File: config.mk
export PLATFORM = sky130hd
export DESIGN_NAME = lcd_text_placement_engine
export DESIGN_NICKNAME = d
export VERILOG_FILES = /design/src/hw/rtl/lcdtp_pkg.sv /design/src/hw/rtl/lcdtp_front.sv /design/src/hw/rtl/lcdtp_queue.sv /design/src/hw/rtl/lcdtp_back.sv /design/src/hw/rtl/lcd_text_placement_engine.sv
export SDC_FILE = /design/constraint.sdc
export NUM_CORES = 1
export LEC_CHECK = 0
export BUFFER_PORTS_ARGS = -buffer_cell sky130_fd_sc_hd__buf_2
export CAP_MARGIN = 20
export CELL_PAD_IN_SITES_DETAIL_PLACEMENT = 1
export CELL_PAD_IN_SITES_GLOBAL_PLACEMENT = 1
export CORE_ASPECT_RATIO = 0.8
export CORE_MARGIN = 4
export CORE_UTILIZATION = 40
export DETAILED_ROUTE_END_ITERATION = 6
export PLACE_DENSITY_LB_ADDON = 0.1
export SYNTH_ARGS = -nofsm -noshare
export SYNTH_HDL_FRONTEND = slang
export SYNTH_SLANG_ARGS = --single-unit
File: constraint.sdc
create_clock -name clk -period 2.7 [get_ports clk]
set_input_delay 0.135 -clock clk [delete_from_list [all_inputs] [get_ports clk]]
set_output_delay 0.135 -clock clk [all_outputs]
set_load 0.01 [all_outputs]
File: src/hw/rtl/lcdtp_pkg.sv
`default_nettype none

package lcdtp_pkg;

  // input word: start item or character byte
  typedef struct packed {
    logic       command;
    logic [2:0] row;
    logic [4:0] column;
    logic [7:0] char_code;
  } in_word_t;

  // output word: one controller write
  typedef struct packed {
    logic       is_instruction;
    logic [7:0] lcd_byte;
    logic       last_of_run;
  } out_word_t;

  // one controller write without the run marker
  typedef struct packed {
    logic       is_instr;
    logic [7:0] data;
  } xfer_t;

  localparam int unsigned MAX_XFERS = 3;
  localparam int unsigned XCNT_W    = $clog2(MAX_XFERS + 1);

  // all writes produced by one input item
  typedef struct packed {
    logic [XCNT_W-1:0]          count;
    xfer_t [MAX_XFERS-1:0]      xfers;
  } job_t;

  // job queue between front and back
  localparam int unsigned QDEPTH = 2;
  localparam int unsigned QPTR_W = $clog2(QDEPTH);
  localparam int unsigned QCNT_W = $clog2(QDEPTH + 1);

  // queue push side
  typedef struct packed {
    logic push;
    job_t job;
  } q_wr_t;

  // queue pop side
  typedef struct packed {
    logic valid;
    job_t job;
  } q_rd_t;

endpackage

`default_nettype wire

File: src/hw/rtl/lcdtp_front.sv
`default_nettype none

module lcdtp_front (
  input  wire logic               clk,
  input  wire logic               rst_n,
  input  wire logic               in_valid,
  input  wire logic               q_full,
  input  wire lcdtp_pkg::in_word_t in_word,
  output lcdtp_pkg::q_wr_t        q_wr
);
  import lcdtp_pkg::*;

  localparam logic [7:0] CMD_ROW1  = 8'h80;
  localparam logic [7:0] CMD_ROW2  = 8'h90;
  localparam logic [7:0] CMD_ROW3  = 8'h88;
  localparam logic [7:0] CMD_ROW4  = 8'h98;
  localparam logic [7:0] LINE_ROW1 = 8'h00;
  localparam logic [7:0] LINE_ROW2 = 8'h10;
  localparam logic [7:0] LINE_ROW3 = 8'h20;
  localparam logic [7:0] LINE_ROW4 = 8'h30;
  localparam logic [7:0] END_ROW1  = 8'h0F;
  localparam logic [7:0] END_ROW2  = 8'h1F;
  localparam logic [7:0] END_ROW3  = 8'h2F;
  localparam logic [7:0] PAD_CHAR  = 8'h20;
  localparam logic [7:0] PRINT_LO  = 8'h20;
  localparam logic [7:0] PRINT_HI  = 8'h7E;

  logic [7:0] addr_r, addr_nxt;
  logic       parity_r, parity_nxt;
  logic       accept;
  logic       has_job;
  job_t       job;

  assign accept = in_valid && !q_full;

  // classify the item and build its write list
  always_comb begin
    logic [7:0]        base;
    logic [7:0]        line;
    logic [7:0]        a;
    logic [XCNT_W-1:0] n;
    logic              printable;
    job        = '0;
    addr_nxt   = addr_r;
    parity_nxt = parity_r;
    has_job    = 1'b0;
    base       = CMD_ROW1;
    line       = LINE_ROW1;
    a          = addr_r;
    n          = '0;
    printable  = (in_word.char_code >= PRINT_LO) && (in_word.char_code <= PRINT_HI);
    if (!in_word.command) begin
      // start item: set-address command, reload byte address
      case (in_word.row)
        3'd2: begin base = CMD_ROW2; line = LINE_ROW2; end
        3'd3: begin base = CMD_ROW3; line = LINE_ROW3; end
        3'd4: begin base = CMD_ROW4; line = LINE_ROW4; end
        default: begin base = CMD_ROW1; line = LINE_ROW1; end
      endcase
      job.xfers[0] = '{is_instr: 1'b1, data: base + {3'b000, in_word.column} - 8'd1};
      job.count    = XCNT_W'(1);
      if (in_word.row >= 3'd1 && in_word.row <= 3'd4) begin
        addr_nxt = line + {2'b00, in_word.column, 1'b0} - 8'd2;
      end else begin
        addr_nxt = 8'h00;
      end
      parity_nxt = 1'b0;
      has_job    = 1'b1;
    end else if (in_word.char_code != 8'h00) begin
      if (printable) begin
        parity_nxt = ~parity_r;
      end else begin
        // double-byte byte at odd parity gets a padding space first
        if (parity_r) begin
          job.xfers[n] = '{is_instr: 1'b0, data: PAD_CHAR};
          n = n + XCNT_W'(1);
          a = a + 8'd1;
          if (a == LINE_ROW2) begin
            job.xfers[n] = '{is_instr: 1'b1, data: CMD_ROW2};
            n = n + XCNT_W'(1);
          end else if (a == LINE_ROW3) begin
            job.xfers[n] = '{is_instr: 1'b1, data: CMD_ROW3};
            n = n + XCNT_W'(1);
          end else if (a == LINE_ROW4) begin
            job.xfers[n] = '{is_instr: 1'b1, data: CMD_ROW4};
            n = n + XCNT_W'(1);
          end
        end
        parity_nxt = 1'b0;
      end
      job.xfers[n] = '{is_instr: 1'b0, data: in_word.char_code};
      n = n + XCNT_W'(1);
      // line wrap after the byte
      if (a == END_ROW1) begin
        a = LINE_ROW2;
        job.xfers[n] = '{is_instr: 1'b1, data: CMD_ROW2};
        n = n + XCNT_W'(1);
      end else if (a == END_ROW2) begin
        a = LINE_ROW3;
        job.xfers[n] = '{is_instr: 1'b1, data: CMD_ROW3};
        n = n + XCNT_W'(1);
      end else if (a == END_ROW3) begin
        a = LINE_ROW4;
        job.xfers[n] = '{is_instr: 1'b1, data: CMD_ROW4};
        n = n + XCNT_W'(1);
      end else begin
        a = a + 8'd1;
      end
      job.count = n;
      addr_nxt  = a;
      has_job   = 1'b1;
    end
  end

  // placement state
  always_ff @(posedge clk) begin
    if (!rst_n) begin
      addr_r   <= 8'h00;
      parity_r <= 1'b0;
    end else if (accept) begin
      addr_r   <= addr_nxt;
      parity_r <= parity_nxt;
    end
  end

  assign q_wr.push = accept && has_job;
  assign q_wr.job  = job;

endmodule

`default_nettype wire

File: src/hw/rtl/lcdtp_queue.sv
`default_nettype none

module lcdtp_queue (
  input  wire logic             clk,
  input  wire logic             rst_n,
  input  wire lcdtp_pkg::q_wr_t q_wr,
  input  wire logic             pop,
  output logic                  full,
  output lcdtp_pkg::q_rd_t      q_rd
);
  import lcdtp_pkg::*;

  job_t              slots_r [QDEPTH];
  logic [QPTR_W-1:0] wr_ptr_r, rd_ptr_r;
  logic [QCNT_W-1:0] count_r;
  logic              do_push, do_pop;

  assign full    = (count_r == QCNT_W'(QDEPTH));
  assign do_push = q_wr.push && !full;
  assign do_pop  = pop && (count_r != '0);

  // storage
  always_ff @(posedge clk) begin
    if (do_push) begin
      slots_r[wr_ptr_r] <= q_wr.job;
    end
  end

  // pointers and fill count
  always_ff @(posedge clk) begin
    if (!rst_n) begin
      wr_ptr_r <= '0;
      rd_ptr_r <= '0;
      count_r  <= '0;
    end else begin
      if (do_push) begin
        wr_ptr_r <= (wr_ptr_r == QPTR_W'(QDEPTH - 1)) ? '0 : wr_ptr_r + QPTR_W'(1);
      end
      if (do_pop) begin
        rd_ptr_r <= (rd_ptr_r == QPTR_W'(QDEPTH - 1)) ? '0 : rd_ptr_r + QPTR_W'(1);
      end
      if (do_push && !do_pop) begin
        count_r <= count_r + QCNT_W'(1);
      end else if (do_pop && !do_push) begin
        count_r <= count_r - QCNT_W'(1);
      end
    end
  end

  assign q_rd.valid = (count_r != '0);
  assign q_rd.job   = slots_r[rd_ptr_r];

`ifndef SYNTHESIS
  // fill count stays within depth
  a_cnt_range: assert property (@(posedge clk) disable iff (!rst_n)
    count_r <= QCNT_W'(QDEPTH))
    else $error("queue count out of range");

  // a push into a full queue must not be offered
  a_no_overflow: assert property (@(posedge clk) disable iff (!rst_n)
    !(q_wr.push && full))
    else $error("push into full queue");

  // a pop is only requested with a job queued
  a_no_underflow: assert property (@(posedge clk) disable iff (!rst_n)
    pop |-> (count_r != '0))
    else $error("pop from empty queue");
`endif

endmodule

`default_nettype wire

File: src/hw/rtl/lcdtp_back.sv
`default_nettype none

module lcdtp_back (
  input  wire logic             clk,
  input  wire logic             rst_n,
  input  wire lcdtp_pkg::q_rd_t q_rd,
  output logic                  pop,
  output logic                  out_valid,
  input  wire logic             out_stall,
  output lcdtp_pkg::out_word_t  out_word
);
  import lcdtp_pkg::*;

  job_t              cur_r;
  logic [XCNT_W-1:0] idx_r;
  logic              busy_r;
  logic              last;
  logic              fire;

  assign last = (idx_r == cur_r.count - XCNT_W'(1));
  assign fire = busy_r && !out_stall;
  assign pop  = q_rd.valid && (!busy_r || (fire && last));

  // step through the writes of the current job
  always_ff @(posedge clk) begin
    if (!rst_n) begin
      busy_r <= 1'b0;
      idx_r  <= '0;
    end else if (pop) begin
      busy_r <= 1'b1;
      idx_r  <= '0;
    end else if (fire) begin
      if (last) begin
        busy_r <= 1'b0;
      end else begin
        idx_r <= idx_r + XCNT_W'(1);
      end
    end
  end

  always_ff @(posedge clk) begin
    if (pop) begin
      cur_r <= q_rd.job;
    end
  end

  assign out_valid               = busy_r;
  assign out_word.is_instruction = cur_r.xfers[idx_r].is_instr;
  assign out_word.lcd_byte       = cur_r.xfers[idx_r].data;
  assign out_word.last_of_run    = last;

`ifndef SYNTHESIS
  // a held job is never empty
  a_job_nonempty: assert property (@(posedge clk) disable iff (!rst_n)
    busy_r |-> (cur_r.count != '0))
    else $error("empty job in back end");

  // write index stays inside the job
  a_idx_range: assert property (@(posedge clk) disable iff (!rst_n)
    busy_r |-> (idx_r < cur_r.count))
    else $error("write index past job end");

  // a new job is loaded only when the previous one is done
  a_pop_safe: assert property (@(posedge clk) disable iff (!rst_n)
    (busy_r && !(fire && last)) |-> !pop)
    else $error("job loaded over unfinished job");

  // after the final write with nothing queued, the back end goes idle
  a_idle_after: assert property (@(posedge clk) disable iff (!rst_n)
    (fire && last && !q_rd.valid) |=> !busy_r)
    else $error("back end busy without a job");
`endif

endmodule

`default_nettype wire

File: src/hw/rtl/lcd_text_placement_engine.sv
`default_nettype none
// The first write of an item is offered from the back end's job register, loaded
// from the job queue slot. One LCD write per cycle at the output while out_stall is
// low; an item makes 1 to 3 writes (start item 1, character 1 to 3, zero character
// none). Input is taken every cycle while the two-entry job queue has room.
// Reset (synchronous, rst_n low): byte address and parity cleared, queue emptied,
// no output word pending.

module lcd_text_placement_engine (
  input  wire logic                 clk,
  input  wire logic                 rst_n,
  input  wire logic                 in_valid,
  output logic                      in_stall,
  input  wire lcdtp_pkg::in_word_t  in_word,
  output logic                      out_valid,
  input  wire logic                 out_stall,
  output lcdtp_pkg::out_word_t      out_word
);
  import lcdtp_pkg::*;

  q_wr_t q_wr;
  q_rd_t q_rd;
  logic  q_full;
  logic  q_pop;

  assign in_stall = q_full;

  // accept and classify
  lcdtp_front u_front (
    .clk      (clk),
    .rst_n    (rst_n),
    .in_valid (in_valid),
    .q_full   (q_full),
    .in_word  (in_word),
    .q_wr     (q_wr)
  );

  // job queue
  lcdtp_queue u_queue (
    .clk   (clk),
    .rst_n (rst_n),
    .q_wr  (q_wr),
    .pop   (q_pop),
    .full  (q_full),
    .q_rd  (q_rd)
  );

  // write sequencer
  lcdtp_back u_back (
    .clk       (clk),
    .rst_n     (rst_n),
    .q_rd      (q_rd),
    .pop       (q_pop),
    .out_valid (out_valid),
    .out_stall (out_stall),
    .out_word  (out_word)
  );

endmodule

`default_nettype wire

==> results by group <==
Floorplan
  – IO Pins: 33
  – Chip width: 139 um
  – Rows: 38
  – Core area: 13500 um^2
  – Die area: 15700 um^2
  – Die height: 113 um
  – Initial core utilization: approximately two fifths

Critical path
  – Startpoint Class: flop
  – Crit-path cells: buf_4 > a22oi_2 > xnor2_1 > ha_2 > nand4b_1 > a221oi_4 > and2_4 > a211oi_1 > buf_4 > and2_1
  – Critical Path AT: 2700 ps
  – FF-to-FF Start: u_front.parity_r
  – CP max FO: 10
  – WS Path Type: reg -> reg
  – WP data required: 2810 ps
  – CP max stage delay: 350 ps
  – Top delay family on crit path: compound AO/OA/AOI/OAI gates
  – Worst Path Buf+Inv: 2
  – CP max stage cell: a221oi_4
  – Setup crit start: u_front.parity_r
  – Critical Path End Type: flop
  – Crit path top cell by count: buf_4

Clock network
  – Num CTS Buffers: 9
  – Cts hold-fix bufs: 0
  – H-Tree Depth: 3
  – CTS tree: yes
  – Worst-skew pair later-pin latency: 350 ps
  – Clk slew on worst S/H paths: about 70 ps
  – Max Root-Sink Buffers: 2
  – Clock Sinks: just over 100
  – Clock root buffer: clkbuf_16

Route
  – DR vias/cell: roughly 5.4
  – Drt first pass iters: 4
  – Initial DRC count: 254
  – DR WL/cell: 20.1 um
  – Total number of vias: 3943
  – DRC violations left: 0
  – Post-route ant nets: 0
  – Drt total wl: 14.6 mm

Hold path
  – Hold crit path type: in -> reg
  – Hold path startpoint: out_stall

Global routing
  – Initial antenna violation count: 0
  – GRT Total Usage: just under 20%
  – Global-route wire length before repair: around 23 mm
  – Overflow after GRT: 0
  – Number of global-route vias before repair: slightly above 4000
  – Largest net degree at the start of global routing: 31

Yosys
  – Mapped Nets: 511
  – Post-synthesis compound-gate area fraction: 13.3%
  – Ys flop type: edfxtp_1
  – Synth Warn #: 0
  – Largest family of logic cells by synthesized area: simple AND/OR/NAND/NOR gates
  – Post-synthesis instance total: about 470
  – Post-Synthesis Cell Area: approximately 5500 um^2
  – Synth top area share: 47.5%
  – Largest cells by area after synthesis: edfxtp_1 47%, mux2_2 5.9%, dfxtp_1 5.8%
  – Synth Area per Inst: roughly 12 um^2
  – Mux share of post-synthesis cell area: under 10%
  – Register area share after synthesis: 53.3%
  – FF+latch count, synth: a little over 100
  – Post-synthesis xor/xnor area fraction: 3.98%
  – Synth Area in Adders: 4.46%
  – EDFF count, synth: 87
  – Async set-or-reset flop fraction in the synthesized netlist: 0%
  – Simple-Gate Fraction of Synth Area: 13.5%
  – Count of cell types in the netlist: 64
  – Yosys top cell by area: edfxtp_1

Status
  – Status: complete, no violations

Finish
  – # fillers: 1442
  – Footprint of the multi-input gates: 2460 um^2
  – Ant. Diodes: 0
  – Sequential Area: roughly 2900 um^2
  – NumNets Final: 581
  – Layout Utilization: between 40% and 50%
  – Layout Cells excl Fill: between 700 and 800
  – Share of cells above drive strength 1: 30.0%
  – Design Area, Final: 6660 um^2
  – Area grow syn2layout: 20.9%

Timing
  – Skew final: roughly 5.3 ps
  – Slew @ Worst Pin: 527 ps
  – Slew Limit Fails: 0
  – Slew margin rel.: 64.5%
  – Final min period: 2590 ps
  – Fmax: 386 MHz
  – Tcrit/Tclk final: 96.0%
  – Final hold vios: 0
  – Final setup vio count: 0
  – Final setup margin: 109 ps

Power
  – Total power draw: 0.00531 W
  – P per Cell Area: 797 nW/um^2
  – Max IR drop VDD: 0.582 mV
  – Leak: around 2.5 nW

Place
  – HPWL Detailed: 10.8 mm
  – Placer Congestion: 0.895
  – Placed Instances: 707
  – Placed inst area: 6220 um^2
  – Pre-CTS setup slack: -65.5 ps
  – Buffers on Ports: 32

Flow run
  – Max-Cap Viols: 0
## through the flow
stage               hold WS, ps  TNS [ps]
finish                      155         0
global route                195      -192
CTS                         147         0
detailed placement          515      -141
global placement            496         0
floorplan                   273         0
## sequential cells by signal (all words and copies together), names as in the netlist
register,cells
u_queue.slots_r,58
u_back.cur_r,29
u_front.addr_r,8
u_back.idx_r,2
u_queue.count_r,2
u_back.out_valid,1
u_front.parity_r,1
u_queue.rd_ptr_r,1
u_queue.wr_ptr_r,1
## worst min-delay path, stage by stage
cell,delay (ps)
buf_2,80
o21ai_0,100
a21boi_0,150
## cells in the final DEF, fill, tap and decap left out, types with 12 or more instances in the layout
master / n
and2_1: 16
mux2i_1: 12
a21oi_1: 12
edfxtp_1: 87
nand2_1: 41
buf_2: 32
xnor2_1: 14
o21ai_0: 21
buf_4: 48
mux2_2: 29
inv_1: 17
nor2_1: 18
ha_1: 13
## logic make-up (layout without fill, tap and decap cells)
family	count (synthesis)	count (layout)
AOI/OAI and AO/OA	100	100
xor gates and xnor gates	25	25
adders and majority gates	19	19
buffers and inverters	44	119
DFF	103	103
muxes	41	41
and+or+nand+nor	139	139
## repair_timing
action                     4_1_cts  5_1_grt
pin swaps                        1        6
buffers inserted                 1        3
setup endpoints to repair        6       50
resized for setup                4       20
## per-layer routing
metal  GRT usage [%]  vias to the layer above  wire (um)
met4            3.52                        0        110
met3            4.99                        7        570
li1                -                     1896          -
met2            30.2                       60       6640
met1            27.5                     1980       7290
met5               0                        -          0
## cells in the mapped netlist, drive strengths merged, types with 2 or more instances
| library cell | count |
|---|---|
| a21o | 6 |
| nand2 | 43 |
| edfxtp | 87 |
| clkbuf | 14 |
| xnor2 | 14 |
| nand3 | 11 |
| xor2 | 11 |
| nor2b | 6 |
| ha | 18 |
| and4 | 4 |
| o311a | 2 |
| o21a | 3 |
| dfxtp | 16 |
| a21oi | 13 |
| o31ai | 2 |
| nor2 | 19 |
| nor3 | 4 |
| a21boi | 4 |
| nand4 | 5 |
| mux2 | 29 |
| and3 | 5 |
| inv | 17 |
| a221oi | 3 |
| nand2b | 10 |
| o211a | 3 |
| or3 | 2 |
| a22oi | 4 |
| and2 | 17 |
| o21bai | 2 |
| nand3b | 3 |
| a211oi | 5 |
| nand4b | 3 |
| o21ai | 24 |
| a211o | 3 |
| buf | 13 |
| a31oi | 10 |
| nor4 | 4 |
| a32o | 2 |
| o211ai | 4 |
| a22o | 2 |
| mux2i | 12 |
## power breakdown
part           switching [W]  total [W]  internal (W)  leakage [nW]
combinational       0.000842    0.00152      0.000678          1.40
clock               0.000607    0.00143      0.000824         0.159
sequential          0.000133    0.00236       0.00222         0.959
total                0.00158    0.00531       0.00372          2.51
## path summary, 6_finish.rpt
kind	cells after the start	slack, ps	endpoint
worst max-delay path	10	110	u_queue.slots_r[0][20]
worst min-delay path	3	150	u_back.out_valid
worst max register to register	10	110	u_queue.slots_r[0][20]
worst min register to register	2	540	u_queue.count_r[1]
## layout make-up
| class | instances | area share [%] |
|---|---|---|
| repair buffers | 86 | 9.49 |
| clock inverters | 7 | 1.60 |
| well taps | 180 | 3.38 |
| inverters | 17 | 0.959 |
| clock buffers | 9 | 3.38 |
| flip-flops and latches | 103 | 44.2 |
| multi-input cells | 324 | 37.0 |
No activity file was read; power rests on OpenSTA's default activity.
